**src/design/lmcfs_pkg.sv**
```systemverilog
// lmcfs_pkg: shared types and constants of the led matrix chain frame sender
// depends on nothing; used by every module of the block
package lmcfs_pkg;

   localparam int MAX_MODULES = 8;
   localparam int COLUMNS     = 8;
   localparam logic [3:0] CHAIN_RESET = 4'd4;

   localparam logic [1:0] OP_STORE     = 2'd0;
   localparam logic [1:0] OP_REFRESH   = 2'd1;
   localparam logic [1:0] OP_WRITE_ONE = 2'd2;
   localparam logic [1:0] OP_WRITE_ALL = 2'd3;

   typedef struct packed {
      logic [1:0] op;
      logic [2:0] module_index;
      logic [3:0] address;
      logic [7:0] value;
   } req_type;

   typedef struct packed {
      logic [3:0] word_address;
      logic [7:0] word_data;
      logic       latch_after;
      logic       last;
   } rsp_type;

   // classified command handed from front to back
   typedef struct packed {
      logic [1:0] op;
      logic [2:0] module_index;
      logic [3:0] address;
      logic [7:0] value;
      logic [2:0] last_module;
   } cmd_type;

   typedef struct packed {
      logic empty;
      logic full;
   } q_status_type;

endpackage

```
**src/design/led_matrix_chain_frame_sender_top.sv**
```systemverilog
// led_matrix_chain_frame_sender_top: front, command queue and back joined up
// depends on lmcfs_pkg, lmcfs_front, lmcfs_queue and lmcfs_back
//
//   channel  direction  handshake           payload
//   req      in         req_valid/req_stall lmcfs_pkg::req_type
//   rsp      out        rsp_valid/rsp_stall lmcfs_pkg::rsp_type
//   csr      in         csr_valid/csr_ready 4-bit chain length
//
// a store writes the frame buffer and gives no words; a refresh gives 8*n words,
// each a frame buffer read then a response load, register writes give n words,
// n being the clamped chain length
// reset clears the frame buffer valid bits at once and sets the chain to 4
// rsp_stall holds the sequencer; req_stall is high while the queue is full
module led_matrix_chain_frame_sender_top (
   input  logic               clock,
   input  logic               reset,
   input  logic               req_valid,
   output logic               req_stall,
   input  lmcfs_pkg::req_type req_data,
   output logic               rsp_valid,
   input  logic               rsp_stall,
   output lmcfs_pkg::rsp_type rsp_data,
   input  logic               csr_valid,
   output logic               csr_ready,
   input  logic [3:0]         csr_data
);

   lmcfs_pkg::q_status_type q_status;
   lmcfs_pkg::cmd_type      push_cmd;
   lmcfs_pkg::cmd_type      pop_cmd;
   logic                    push;
   logic                    pop;

   lmcfs_front u_front (
      .clock     (clock),
      .reset     (reset),
      .req_valid (req_valid),
      .req_stall (req_stall),
      .req_data  (req_data),
      .csr_valid (csr_valid),
      .csr_ready (csr_ready),
      .csr_data  (csr_data),
      .q_status  (q_status),
      .push      (push),
      .push_cmd  (push_cmd)
   );

   lmcfs_queue u_queue (
      .clock    (clock),
      .reset    (reset),
      .push     (push),
      .push_cmd (push_cmd),
      .pop      (pop),
      .pop_cmd  (pop_cmd),
      .q_status (q_status)
   );

   lmcfs_back u_back (
      .clock     (clock),
      .reset     (reset),
      .q_status  (q_status),
      .pop_cmd   (pop_cmd),
      .pop       (pop),
      .rsp_valid (rsp_valid),
      .rsp_stall (rsp_stall),
      .rsp_data  (rsp_data)
   );

endmodule

```
**src/design/lmcfs_front.sv**
```systemverilog
// lmcfs_front: accepts request items, holds the chain length register,
// drops items that cause nothing and pushes the rest; uses lmcfs_pkg
module lmcfs_front (
   input  logic                  clock,
   input  logic                  reset,
   input  logic                  req_valid,
   output logic                  req_stall,
   input  lmcfs_pkg::req_type    req_data,
   input  logic                  csr_valid,
   output logic                  csr_ready,
   input  logic [3:0]            csr_data,
   input  lmcfs_pkg::q_status_type q_status,
   output logic                  push,
   output lmcfs_pkg::cmd_type    push_cmd
);

   logic [3:0] chain_ff, chain_in;
   logic [2:0] last_module;
   logic       keep;

   assign csr_ready = 1'b1;

   always_comb begin
      chain_in = chain_ff;
      if (csr_valid) begin
         chain_in = csr_data;
      end
   end

   always_ff @(posedge clock) begin
      if (reset) begin
         chain_ff <= lmcfs_pkg::CHAIN_RESET;
      end else begin
         chain_ff <= chain_in;
      end
   end

   // zero acts as one module, anything above the maximum as the maximum
   always_comb begin
      if (chain_ff == 4'd0) begin
         last_module = 3'd0;
      end else if (chain_ff > 4'(lmcfs_pkg::MAX_MODULES)) begin
         last_module = 3'(lmcfs_pkg::MAX_MODULES - 1);
      end else begin
         last_module = 3'(chain_ff - 4'd1);
      end
   end

   always_comb begin
      case (req_data.op)
         lmcfs_pkg::OP_STORE: begin
            keep = ({1'b0, req_data.module_index} < 4'(lmcfs_pkg::MAX_MODULES))
                && (req_data.address < 4'(lmcfs_pkg::COLUMNS));
         end
         lmcfs_pkg::OP_WRITE_ONE: begin
            keep = (req_data.module_index <= last_module);
         end
         default: begin
            keep = 1'b1;
         end
      endcase
   end

   assign req_stall = q_status.full;
   assign push      = req_valid && !req_stall && keep;

   always_comb begin
      push_cmd.op           = req_data.op;
      push_cmd.module_index = req_data.module_index;
      push_cmd.address      = req_data.address;
      push_cmd.value        = req_data.value;
      push_cmd.last_module  = last_module;
   end

endmodule

```
**src/design/lmcfs_queue.sv**
```systemverilog
// lmcfs_queue: two-entry command queue between front and back
// uses lmcfs_pkg for the command and status types
module lmcfs_queue (
   input  logic                    clock,
   input  logic                    reset,
   input  logic                    push,
   input  lmcfs_pkg::cmd_type      push_cmd,
   input  logic                    pop,
   output lmcfs_pkg::cmd_type      pop_cmd,
   output lmcfs_pkg::q_status_type q_status
);

   lmcfs_pkg::cmd_type q_ff [2];
   logic       wp_ff, wp_in;
   logic       rp_ff, rp_in;
   logic [1:0] cnt_ff, cnt_in;
   logic       do_push, do_pop;

   assign q_status.empty = (cnt_ff == 2'd0);
   assign q_status.full  = (cnt_ff == 2'd2);
   assign do_push = push && !q_status.full;
   assign do_pop  = pop && !q_status.empty;
   assign pop_cmd = q_ff[rp_ff];

   always_comb begin
      wp_in  = do_push ? ~wp_ff : wp_ff;
      rp_in  = do_pop ? ~rp_ff : rp_ff;
      cnt_in = cnt_ff;
      if (do_push && !do_pop) begin
         cnt_in = cnt_ff + 2'd1;
      end else if (do_pop && !do_push) begin
         cnt_in = cnt_ff - 2'd1;
      end
   end

   always_ff @(posedge clock) begin
      if (reset) begin
         wp_ff  <= 1'b0;
         rp_ff  <= 1'b0;
         cnt_ff <= 2'd0;
      end else begin
         wp_ff  <= wp_in;
         rp_ff  <= rp_in;
         cnt_ff <= cnt_in;
      end
   end

   always_ff @(posedge clock) begin
      if (do_push) begin
         q_ff[wp_ff] <= push_cmd;
      end
   end

endmodule

```
**src/design/lmcfs_back.sv**
```systemverilog
// lmcfs_back: command sequencer with the frame buffer memory and the
// response register; uses lmcfs_pkg
module lmcfs_back (
   input  logic                    clock,
   input  logic                    reset,
   input  lmcfs_pkg::q_status_type q_status,
   input  lmcfs_pkg::cmd_type      pop_cmd,
   output logic                    pop,
   output logic                    rsp_valid,
   input  logic                    rsp_stall,
   output lmcfs_pkg::rsp_type      rsp_data
);

   localparam logic [1:0] ST_IDLE  = 2'd0;
   localparam logic [1:0] ST_FETCH = 2'd1;
   localparam logic [1:0] ST_EMIT  = 2'd2;

   localparam int DEPTH = lmcfs_pkg::MAX_MODULES * lmcfs_pkg::COLUMNS;

   logic [1:0]         st_ff, st_in;
   lmcfs_pkg::cmd_type cmd_ff, cmd_in;
   logic [2:0]         m_ff, m_in;
   logic [2:0]         c_ff, c_in;
   logic               rsp_valid_ff, rsp_valid_in;
   lmcfs_pkg::rsp_type rsp_data_ff, rsp_data_in;

   logic [7:0] mem_ff [DEPTH];
   logic       vld_ff [DEPTH];
   logic [7:0] rd_data_ff;
   logic       rd_vld_ff;
   logic       rd_en;
   logic       wr_en;
   logic [5:0] wr_addr;
   logic [5:0] rd_addr;

   logic               out_free;
   logic               latch;
   logic               final_word;
   logic [2:0]         target;
   lmcfs_pkg::rsp_type word;

   assign out_free  = !rsp_valid_ff || !rsp_stall;
   assign rsp_valid = rsp_valid_ff;
   assign rsp_data  = rsp_data_ff;

   assign pop     = (st_ff == ST_IDLE) && !q_status.empty;
   assign wr_en   = pop && (pop_cmd.op == lmcfs_pkg::OP_STORE);
   assign wr_addr = {pop_cmd.module_index, pop_cmd.address[2:0]};
   assign rd_en   = (st_ff == ST_FETCH);
   assign rd_addr = {m_ff, c_ff};

   always_ff @(posedge clock) begin
      if (wr_en) begin
         mem_ff[wr_addr] <= pop_cmd.value;
      end
      if (rd_en) begin
         rd_data_ff <= mem_ff[rd_addr];
      end
   end

   // valid bits make never-stored bytes read as zero after reset
   always_ff @(posedge clock) begin
      if (reset) begin
         for (int i = 0; i < DEPTH; i++) begin
            vld_ff[i] <= 1'b0;
         end
      end else if (wr_en) begin
         vld_ff[wr_addr] <= 1'b1;
      end
   end

   always_ff @(posedge clock) begin
      if (rd_en) begin
         rd_vld_ff <= vld_ff[rd_addr];
      end
   end

   assign latch  = (m_ff == cmd_ff.last_module);
   assign target = cmd_ff.last_module - cmd_ff.module_index;
   assign final_word = latch
      && ((cmd_ff.op != lmcfs_pkg::OP_REFRESH) || (c_ff == 3'(lmcfs_pkg::COLUMNS - 1)));

   always_comb begin
      word.word_address = 4'd0;
      word.word_data    = 8'd0;
      word.latch_after  = latch;
      word.last         = final_word;
      case (cmd_ff.op)
         lmcfs_pkg::OP_REFRESH: begin
            if (rd_vld_ff && (rd_data_ff != 8'd0)) begin
               word.word_address = {1'b0, c_ff} + 4'd1;
               word.word_data    = rd_data_ff;
            end
         end
         lmcfs_pkg::OP_WRITE_ONE: begin
            if (m_ff == target) begin
               word.word_address = cmd_ff.address;
               word.word_data    = cmd_ff.value;
            end
         end
         lmcfs_pkg::OP_WRITE_ALL: begin
            word.word_address = cmd_ff.address;
            word.word_data    = cmd_ff.value;
         end
         default: begin
            word.word_address = 4'd0;
         end
      endcase
   end

   always_comb begin
      st_in        = st_ff;
      cmd_in       = cmd_ff;
      m_in         = m_ff;
      c_in         = c_ff;
      rsp_valid_in = rsp_valid_ff && rsp_stall;
      rsp_data_in  = rsp_data_ff;
      case (st_ff)
         ST_IDLE: begin
            if (pop && (pop_cmd.op != lmcfs_pkg::OP_STORE)) begin
               cmd_in = pop_cmd;
               m_in   = 3'd0;
               c_in   = 3'd0;
               st_in  = (pop_cmd.op == lmcfs_pkg::OP_REFRESH) ? ST_FETCH : ST_EMIT;
            end
         end
         ST_FETCH: begin
            st_in = ST_EMIT;
         end
         ST_EMIT: begin
            if (out_free) begin
               rsp_valid_in = 1'b1;
               rsp_data_in  = word;
               if (final_word) begin
                  st_in = ST_IDLE;
               end else begin
                  if (latch) begin
                     m_in = 3'd0;
                     c_in = c_ff + 3'd1;
                  end else begin
                     m_in = m_ff + 3'd1;
                  end
                  if (cmd_ff.op == lmcfs_pkg::OP_REFRESH) begin
                     st_in = ST_FETCH;
                  end
               end
            end
         end
         default: begin
            st_in = ST_IDLE;
         end
      endcase
   end

   always_ff @(posedge clock) begin
      if (reset) begin
         st_ff        <= ST_IDLE;
         rsp_valid_ff <= 1'b0;
      end else begin
         st_ff        <= st_in;
         rsp_valid_ff <= rsp_valid_in;
      end
   end

   always_ff @(posedge clock) begin
      cmd_ff      <= cmd_in;
      m_ff        <= m_in;
      c_ff        <= c_in;
      rsp_data_ff <= rsp_data_in;
   end

endmodule

```
**config.mk**
```make
export PLATFORM = sky130hd
export DESIGN_NAME = led_matrix_chain_frame_sender_top
export DESIGN_NICKNAME = d
export VERILOG_FILES = /design/src/design/lmcfs_pkg.sv /design/src/design/led_matrix_chain_frame_sender_top.sv /design/src/design/lmcfs_front.sv /design/src/design/lmcfs_queue.sv /design/src/design/lmcfs_back.sv
export SDC_FILE = /design/constraint.sdc
export NUM_CORES = 1
export LEC_CHECK = 0
export ABC_AREA = 0
export BUFFER_PORTS_ARGS = -buffer_cell sky130_fd_sc_hd__buf_2
export CORE_MARGIN = 10
export CORE_UTILIZATION = 35
export DETAILED_ROUTE_END_ITERATION = 6
export PLACE_DENSITY = 0.45
export SLEW_MARGIN = 15
export SYNTH_ARGS = -nofsm -noshare
export SYNTH_HDL_FRONTEND = slang
export SYNTH_HIERARCHICAL = 1
export SYNTH_SLANG_ARGS = --single-unit
```
**constraint.sdc**
```tcl
create_clock -name clock -period 5.69 [get_ports clock]
set_input_delay 0 -clock clock [delete_from_list [all_inputs] [get_ports clock]]
set_output_delay 0 -clock clock [all_outputs]
set_load 0.1 [all_outputs]
```
# [Word-level counts from Yosys, hierarchy flattened]
# Memory sizes are Yosys's and may differ from the RTL's. A register that Yosys moved wholly into a read port is not among the register bits.
# Cells that the tools add are included.
# Widths: inputs -> output; s select.
[classes] n_reduce_logical=35 order_cmp=3 addsub=7 bitwise=2 eq_ne=17 muxes=39
[ops] cell="$mux 3" count=9
[ops] cell="$mux 12" count=2
[ops] cell="$pmux 8 s3" count=1
[ops] cell="$mux 1" count=14
[ops] cell="$mux 2" count=7
[ops] cell="$logic_and 1x1->1" count=12
[ops] cell="$pmux 3 s2" count=2
[ops] cell="$pmux 4 s3" count=1
[ops] cell="$eq 2x2->1 const B" count=5
[ops] cell="$logic_not 2->1" count=4
[ops] cell="$reduce_bool 8->1" count=1
[ops] cell="$add 3x1->3 const B" count=2
[ops] cell="$eq 2x1->1 const B" count=3
[ops] cell="$eq 3x3->1" count=2
[ops] cell="$logic_not 1->1" count=6
[ops] cell="$mux 6" count=1
[ops] cell="$ne 2x1->1 const B" count=3
[ops] cell="$pmux 2 s3" count=1
[ops] cell="$reduce_bool 2->1" count=3
[ops] cell="$reduce_and 5->1" count=1
[ops] cell="$add 3x1->4 const B" count=1
[ops] cell="$gt 4x4->1 const B" count=1
[ops] cell="$logic_not 4->1" count=1
[ops] cell="$lt 4x4->1 const B" count=1
[ops] cell="15 further kinds" count=19
[word_totals] ram_bits=616 word_cells=123 regBits=51 memories=3 in_bits=26
[mem_list] name="u_back.mem_ff" words=64 width=8 read_ports=1 rd_clocked_by_memory_dff=1 write_ports=1 line_no="lmcfs_back.sv:27" source="logic [7:0] mem_ff [DEPTH];"
[mem_list] name="u_back.vld_ff" words=64 width=1 read_ports=1 rd_clocked_by_memory_dff=1 write_ports=64 line_no="lmcfs_back.sv:28" source="logic vld_ff [DEPTH];"
[mem_list] name="u_queue.q_ff" words=2 width=20 read_ports=1 rd_clocked_by_memory_dff=1 write_ports=1 line_no="lmcfs_queue.sv:13" source="lmcfs_pkg::cmd_type q_ff [2];"

# [Longest topological paths before layout]
[depth] ltp_word=11 depth_mapped=15 mapped_depth_nobuf=15

# [By module]
# Netlist, hierarchy kept.
[by_module_without_submodules] mod="lmcfs_back" seq_area_each_um2=18187.4 area_each_um2=24379.6 n_inst=1 cells_per_inst=1307
[by_module_without_submodules] mod="lmcfs_queue" seq_area_each_um2=1301.2 area_each_um2=1654.1 n_inst=1 cells_per_inst=87
[by_module_without_submodules] mod="lmcfs_front" seq_area_each_um2=80.1 area_each_um2=456.7 n_inst=1 cells_per_inst=58

# [Worst setup path after synthesis]
# OpenSTA, ideal clock, no wires.
[synth_path] path_type="register to register" start="register u_front.chain_ff[0]" end="memory u_queue/q_ff[0][0] (netlist bit), enable pin" t_arrival_ns=2.438 period_less_slack_ns=2.812 t_required_ns=5.315 n_path_buf=0 setup_slack_ns=2.878 path_stages_with_launch=12 cell_sequence="dfxtp_1 -> inv_1 -> ha_1 -> nand2b_1 -> a21o_1 -> ha_1 -> nand2_1 -> o21ai_1 -> a221oi_1 -> inv_1 -> or3_1 -> inv_1"
[synth_between] elab_chain_len=9 word_cells_on_any_way=11
[synth_rtl] element="start: declaration" line_no="lmcfs_front.sv:17" source="logic [3:0] chain_ff, chain_in;"
[synth_rtl] element="start signal: assignment" line_no="lmcfs_front.sv:32" source="chain_ff <= lmcfs_pkg::CHAIN_RESET;"
[synth_rtl] element="start signal: assignment" line_no="lmcfs_front.sv:34" source="chain_ff <= chain_in;"
[synth_rtl] element="$gt 4x4->1 / $sub 3x1->3 (equally long branches)" line_no="lmcfs_front.sv:42, lmcfs_front.sv:45"
[synth_rtl] element="$mux 3" line_no="lmcfs_front.sv:42" source="end else if (chain_ff > 4'(lmcfs_pkg::MAX_MODULES)) begin"
[synth_rtl] element="$mux 3 *" line_no="lmcfs_front.sv:40" source="if (chain_ff == 4'd0) begin"
[synth_rtl] element="$le 3x3->1 *" line_no="lmcfs_front.sv:56" source="keep = (req_data.module_index <= last_module);"
[synth_rtl] element="$pmux 1 s2 *" line_no="lmcfs_front.sv:50" source="case (req_data.op)"
[synth_rtl] element="$logic_and 1x1->1 *" line_no="lmcfs_front.sv:65" source="assign push = req_valid && !req_stall && keep;"
[synth_rtl] element="net push" line_no="led_matrix_chain_frame_sender_top.sv:31" source="logic push;"
[synth_rtl] element="$logic_and 1x1->1 *" line_no="lmcfs_queue.sv:21" source="assign do_push = push && !q_status.full;"
[synth_rtl] element="$mux 1 *" line_no="lmcfs_queue.sv:49" source="if (do_push) begin"
[synth_rtl] element="$mux 1 (not written as such) *" line_no="lmcfs_queue.sv:50" source="q_ff[wp_ff] <= push_cmd;"
[synth_rtl] element="end: declaration" line_no="lmcfs_queue.sv:13"
# Mark *: on every way through the listed nets, which the timed path passes. The rest lies on a longest branch.

# [Final worst setup path]
[layout_path] start="register u_front.chain_ff[0]" end="memory u_queue/q_ff[0][9] (netlist bit), enable pin"
# Same word-level chain as after synthesis.

==> Implementation_results.wiki <==
{| class="wikitable"
! Metric !! Value
|-
| Outcome || finished clean
|-
| Chip width || between 200 and 300 microns
|-
| Share of power burned in combinational logic || 0.288
|-
| Part of the power in registers || 0.402
|-
| P_leak || 9.76 nW
|-
| CP dominant cell by count || sky130_fd_sc_hd__inv_1
|-
| Overall power consumption || ~0.015 W
|-
| Total of endpoints with negative setup slack in the final report || 0
|-
| CTS sink count || ~680
|-
| Clock latency on the worst-skew pair || 0.61 ns
|-
| Area share of the largest cell type after synthesis || 0.681
|-
| Kind of launch point of the worst setup path || register
|-
| Pre-Repair DR Iteration Count || 5
|-
| Pins over their slew limit || 0
|-
| Primary flip-flop cell chosen by synthesis mapping || sky130_fd_sc_hd__edfxtp_1
|-
| Cell with the most instances after synthesis || sky130_fd_sc_hd__edfxtp_1
|-
| Data arrival at the endpoint of the critical path || 3.42 ns
|-
| Post-synth net total || 1,488
|-
| Count of port buffers added during placement || 41
|-
| Skew final || 0.0176 ns
|-
| Largest area contributor in the netlist || sky130_fd_sc_hd__edfxtp_1
|-
| Area of the die || around 0.087 sq mm
|-
| Max Buffers Root-to-Sink || 3
|-
| Placed wire-length estimate after detailed placement || around 42,000 microns
|-
| Aggregate global-route resource usage || 0.162
|-
| Source of the critical timing path || u_front/chain_ff[0]
|-
| Unrepaired setup endpoints after global routing || no
|-
| Cell-by-cell trace of the critical path || inv_1 -> ha_1 -> nand2b_1 -> a21o_1 -> ha_1 -> nand2_1 -> o21ai_1 -> a221oi_1 -> inv_1 -> or3_1 -> inv_1
|-
| Accumulated negative setup slack || 0 ns
|-
| Pin count of the biggest net entering global routing || just over 90
|-
| Hold Crit Class || primary input to register
|-
| Synthesized flop and latch total || just under 700
|-
| Worst Setup Slack, final || approximately 2.5 ns
|-
| Power per standard cell area || around 500 mW/mm^2
|-
| Data required time of the worst path || 5.93 ns
|-
| Layout cells sized above 1 || 0.236
|-
| Crit path buffers/inverters || 3
|-
| Antenna violation net count after detailed routing || 0
|-
| Starting density of the core || 0.355
|-
| Number of global-route vias before repair || about 14,000
|-
| Area overhead of the layout relative to synthesis || 15.1%
|-
| Slew headroom || 0.297
|-
| Remaining routing DRC violations || 0
|-
| Fraction of synthesis flops using an asynchronous set or reset pin || 0
|-
| Average vias per placed instance || between 5 and 6
|-
| Worst-Margin Slew || around 1.1 ns
|-
| Area of placed instances || roughly 0.028 sq mm
|-
| Yosys warnings || 6
|-
| Clock tree from TritonCTS || built
|-
| Critical path's top delay family || buffers and inverters
|-
| Internal power consumption || roughly 0.010 W
|-
| Max cap viols || 0
|-
| Core Rows || 100
|-
| Post-synthesis cell area || 0.0265 sq mm
|-
| Top-Level Pins || 43
|-
| Cells resized by post-CTS repair || 0
|-
| Maximum achievable frequency || 0.314 GHz
|-
| Overall via count from detail_route || between 10,000 and 15,000
|-
| Crit. End Element || register
|-
| Net switching power figure || 0.00497 W
|-
| Die Ht || slightly below 300 microns
|-
| Maximum level of the CTS H-tree || 3
|-
| DP Worst Slack || ~2.5 ns
|-
| Cell types with the largest area share after synthesis || sky130_fd_sc_hd__edfxtp_1 (68%), sky130_fd_sc_hd__mux4_2 (12%), sky130_fd_sc_hd__dfxtp_1 (5.7%), sky130_fd_sc_hd__nor2_1 (3.2%), sky130_fd_sc_hd__mux2_2 (1.2%)
|-
| Antenna violations before repair || 2
|-
| Register clock-pin slew on the reported worst setup and hold paths || ~0.06 ns
|-
| Routed wire per std cell || between 20 and 30 microns
|-
| Count of unique library cells instantiated by Yosys || 63
|-
| Count of flip-flops with a built-in enable after synthesis || between 600 and 700
|-
| Fin crit share || 0.560
|-
| Portion of the post-synthesis area used by sequential elements || 0.739
|-
| Per-instance average area after synthesis || around 18 sq um
|-
| Slowest cell on the critical path || sky130_fd_sc_hd__inv_1
|-
| First-pass GRT wire length || 103,000 microns
|-
| Final weighted congestion in routability-driven placement || a little over 0.8
|-
| Switching fraction of total power || 0.322
|-
| Clock root buffer || sky130_fd_sc_hd__clkbuf_16
|-
| Crit path max fanout || 20
|-
| Crit path kind || register to register
|-
| Fraction of power consumed by the clock network || 0.310
|-
| Source of the worst hold timing path || req_data[10]
|-
| Global route overflow || 0
|-
| Peak supply drop || roughly 320 uV
|-
| Layout net count || about 1,600
|-
| Clock buffers created by TritonCTS || 75
|-
| Final wirelength || 70,300 microns
|-
| CP max stage delay || approximately 0.59 ns
|-
| Minimum period implied by the final worst setup slack || 3.19 ns
|-
| Syn Inst Count || about 1,500
|-
| Final standard cell area without fillers || between 0.03 and 0.04 sq mm
|-
| Count of endpoints failing hold in the final timing report || 0
|-
| Startpoint of the lowest-slack register-to-register path || u_front/chain_ff[0]
|-
| Number of buffers inserted for hold repair after clock tree synthesis || 29
|-
| Leading post-synthesis cells by instance count || sky130_fd_sc_hd__edfxtp_1 (601), sky130_fd_sc_hd__nor2_1 (225), sky130_fd_sc_hd__mux4_2 (143), sky130_fd_sc_hd__dfxtp_1 (76), sky130_fd_sc_hd__clkbuf_1 (33)
|-
| Total core area || 0.0747 sq mm
|-
| DRT iter0 DRCs || between 1,000 and 1,500
|-
| Setup repair bufs after CTS || 0
|}
==> cells by family (layout without fill, tap and decap cells) <==
logic type	Yosys count	in the layout	share of synthesized area
and+or+nand+nor	348	348	0.0599
DFF	677	677	0.739
adders and majority gates	11	11	0.00543
buffers and inverters	106	269	0.0221
other	1	2	0.000142
AOI/OAI and AO/OA	107	107	0.0290
muxes	191	191	0.141
xor gates and xnor gates	11	11	0.00364
==> per-layer routing <==
metal,global-route usage,vias up,wire length (microns)
li1,-,5940,-
met1,0.232,7278,32900
met2,0.253,335,32500
met3,0.0223,107,2750
met4,0.0562,0,2120
met5,0,-,0
==> layout by cell type (no fill, tap or decap), types with 6 or more instances in the layout <==
| cell type | instances |
|---|---|
| sky130_fd_sc_hd__inv_1 | 12 |
| sky130_fd_sc_hd__o32a_1 | 7 |
| sky130_fd_sc_hd__or3_1 | 12 |
| sky130_fd_sc_hd__xor2_1 | 7 |
| sky130_fd_sc_hd__o221ai_1 | 7 |
| sky130_fd_sc_hd__mux2i_1 | 19 |
| sky130_fd_sc_hd__mux2_2 | 28 |
| sky130_fd_sc_hd__o21ai_0 | 20 |
| sky130_fd_sc_hd__o21bai_1 | 7 |
| sky130_fd_sc_hd__o22ai_1 | 14 |
| sky130_fd_sc_hd__and2_1 | 8 |
| sky130_fd_sc_hd__nand2_1 | 26 |
| sky130_fd_sc_hd__a21oi_1 | 9 |
| sky130_fd_sc_hd__dlygate4sd3_1 | 29 |
| sky130_fd_sc_hd__a32oi_1 | 7 |
| sky130_fd_sc_hd__nand4_1 | 11 |
| sky130_fd_sc_hd__clkbuf_1 | 21 |
| sky130_fd_sc_hd__mux4_2 | 143 |
| sky130_fd_sc_hd__nand3_1 | 9 |
| sky130_fd_sc_hd__clkbuf_16 | 77 |
| sky130_fd_sc_hd__o311ai_1 | 7 |
| sky130_fd_sc_hd__nor2b_1 | 18 |
| sky130_fd_sc_hd__nand2b_1 | 10 |
| sky130_fd_sc_hd__buf_4 | 46 |
| sky130_fd_sc_hd__edfxtp_1 | 601 |
| sky130_fd_sc_hd__or3b_1 | 6 |
| sky130_fd_sc_hd__bufinv_16 | 6 |
| sky130_fd_sc_hd__buf_2 | 40 |
| sky130_fd_sc_hd__clkinv_2 | 14 |
| sky130_fd_sc_hd__clkinv_1 | 8 |
| sky130_fd_sc_hd__dfxtp_1 | 76 |
| sky130_fd_sc_hd__ha_1 | 9 |
| sky130_fd_sc_hd__nor2_1 | 225 |
==> through the flow <==
step | util | cells | hold slack, ns
after floorplan | - | 1452 | 0.0691
after global placement | 0.372 | 2417 | 0.190
after detailed placement | 0.372 | 2418 | 0.195
after CTS | 0.408 | 2584 | 0.0792
after global routing | 0.408 | 2584 | 0.109
final | 0.408 | 2585 | 0.114
==> sequential cells by signal, indices dropped and copies added (netlist names), named ones only <==
name               count
u_back/rsp_valid       1
u_back/rd_data_ff      8
u_back/rd_vld_ff       1
u_back/rsp_data       14
u_front/chain_ff       4
u_back/vld_ff         64
u_queue/q_ff          40
u_queue/rp_ff          1
u_queue/wp_ff          1
u_back/st_ff           2
u_back/c_ff            3
u_back/cmd_ff         20
u_back/mem_ff        512
u_back/m_ff            3
u_queue/cnt_ff         2
==> power groups by stage <==
| stage | combinational [W] | clock [W] | sequential [W] |
|---|---|---|---|
| finish | 0.00443 | 0.00478 | 0.00620 |
| global route | 0.00473 | 0.00510 | 0.00622 |
| CTS | 0.00451 | 0.00490 | 0.00620 |
| detailed placement | 0.00449 | 0 | 0.00631 |
| global placement | 0.00449 | 0 | 0.00631 |
| floorplan | 0.00283 | 0 | 0.00642 |
==> layout make-up <==
cell class,instances,area (sq um)
multi-input combinational,669,6340
clock buffer,103,2070
timing repair buffer,119,907
sequential,677,19600
clock inverter,34,330
fill,6665,44200
tap,969,1210
inverter,13,48.8
antenna,1,2.50
==> path summary, 6_finish.rpt <==
| path | to | slack (ns) | cells after the start |
|---|---|---|---|
| worst min register to register | u_back/vld_ff[21] | 0.46 | 2 |
| worst min-delay path | u_queue/q_ff[0][13] | 0.11 | 2 |
| worst max register to register | u_queue/q_ff[0][9] | 2.50 | 11 |
| worst max-delay path | u_queue/q_ff[0][9] | 2.50 | 11 |
==> worst register-to-register path: cells and delay by family, from the launching register on <==
| family | cells | cell delay (ns) |
|---|---|---|
| DFF | 1 | 0.32 |
| buffers and inverters | 3 | 0.75 |
| and+or+nand+nor | 3 | 0.62 |
| adders and majority gates | 2 | 0.59 |
| AOI/OAI and AO/OA | 3 | 0.51 |
Note: power is estimated with default switching activity, not from simulation.
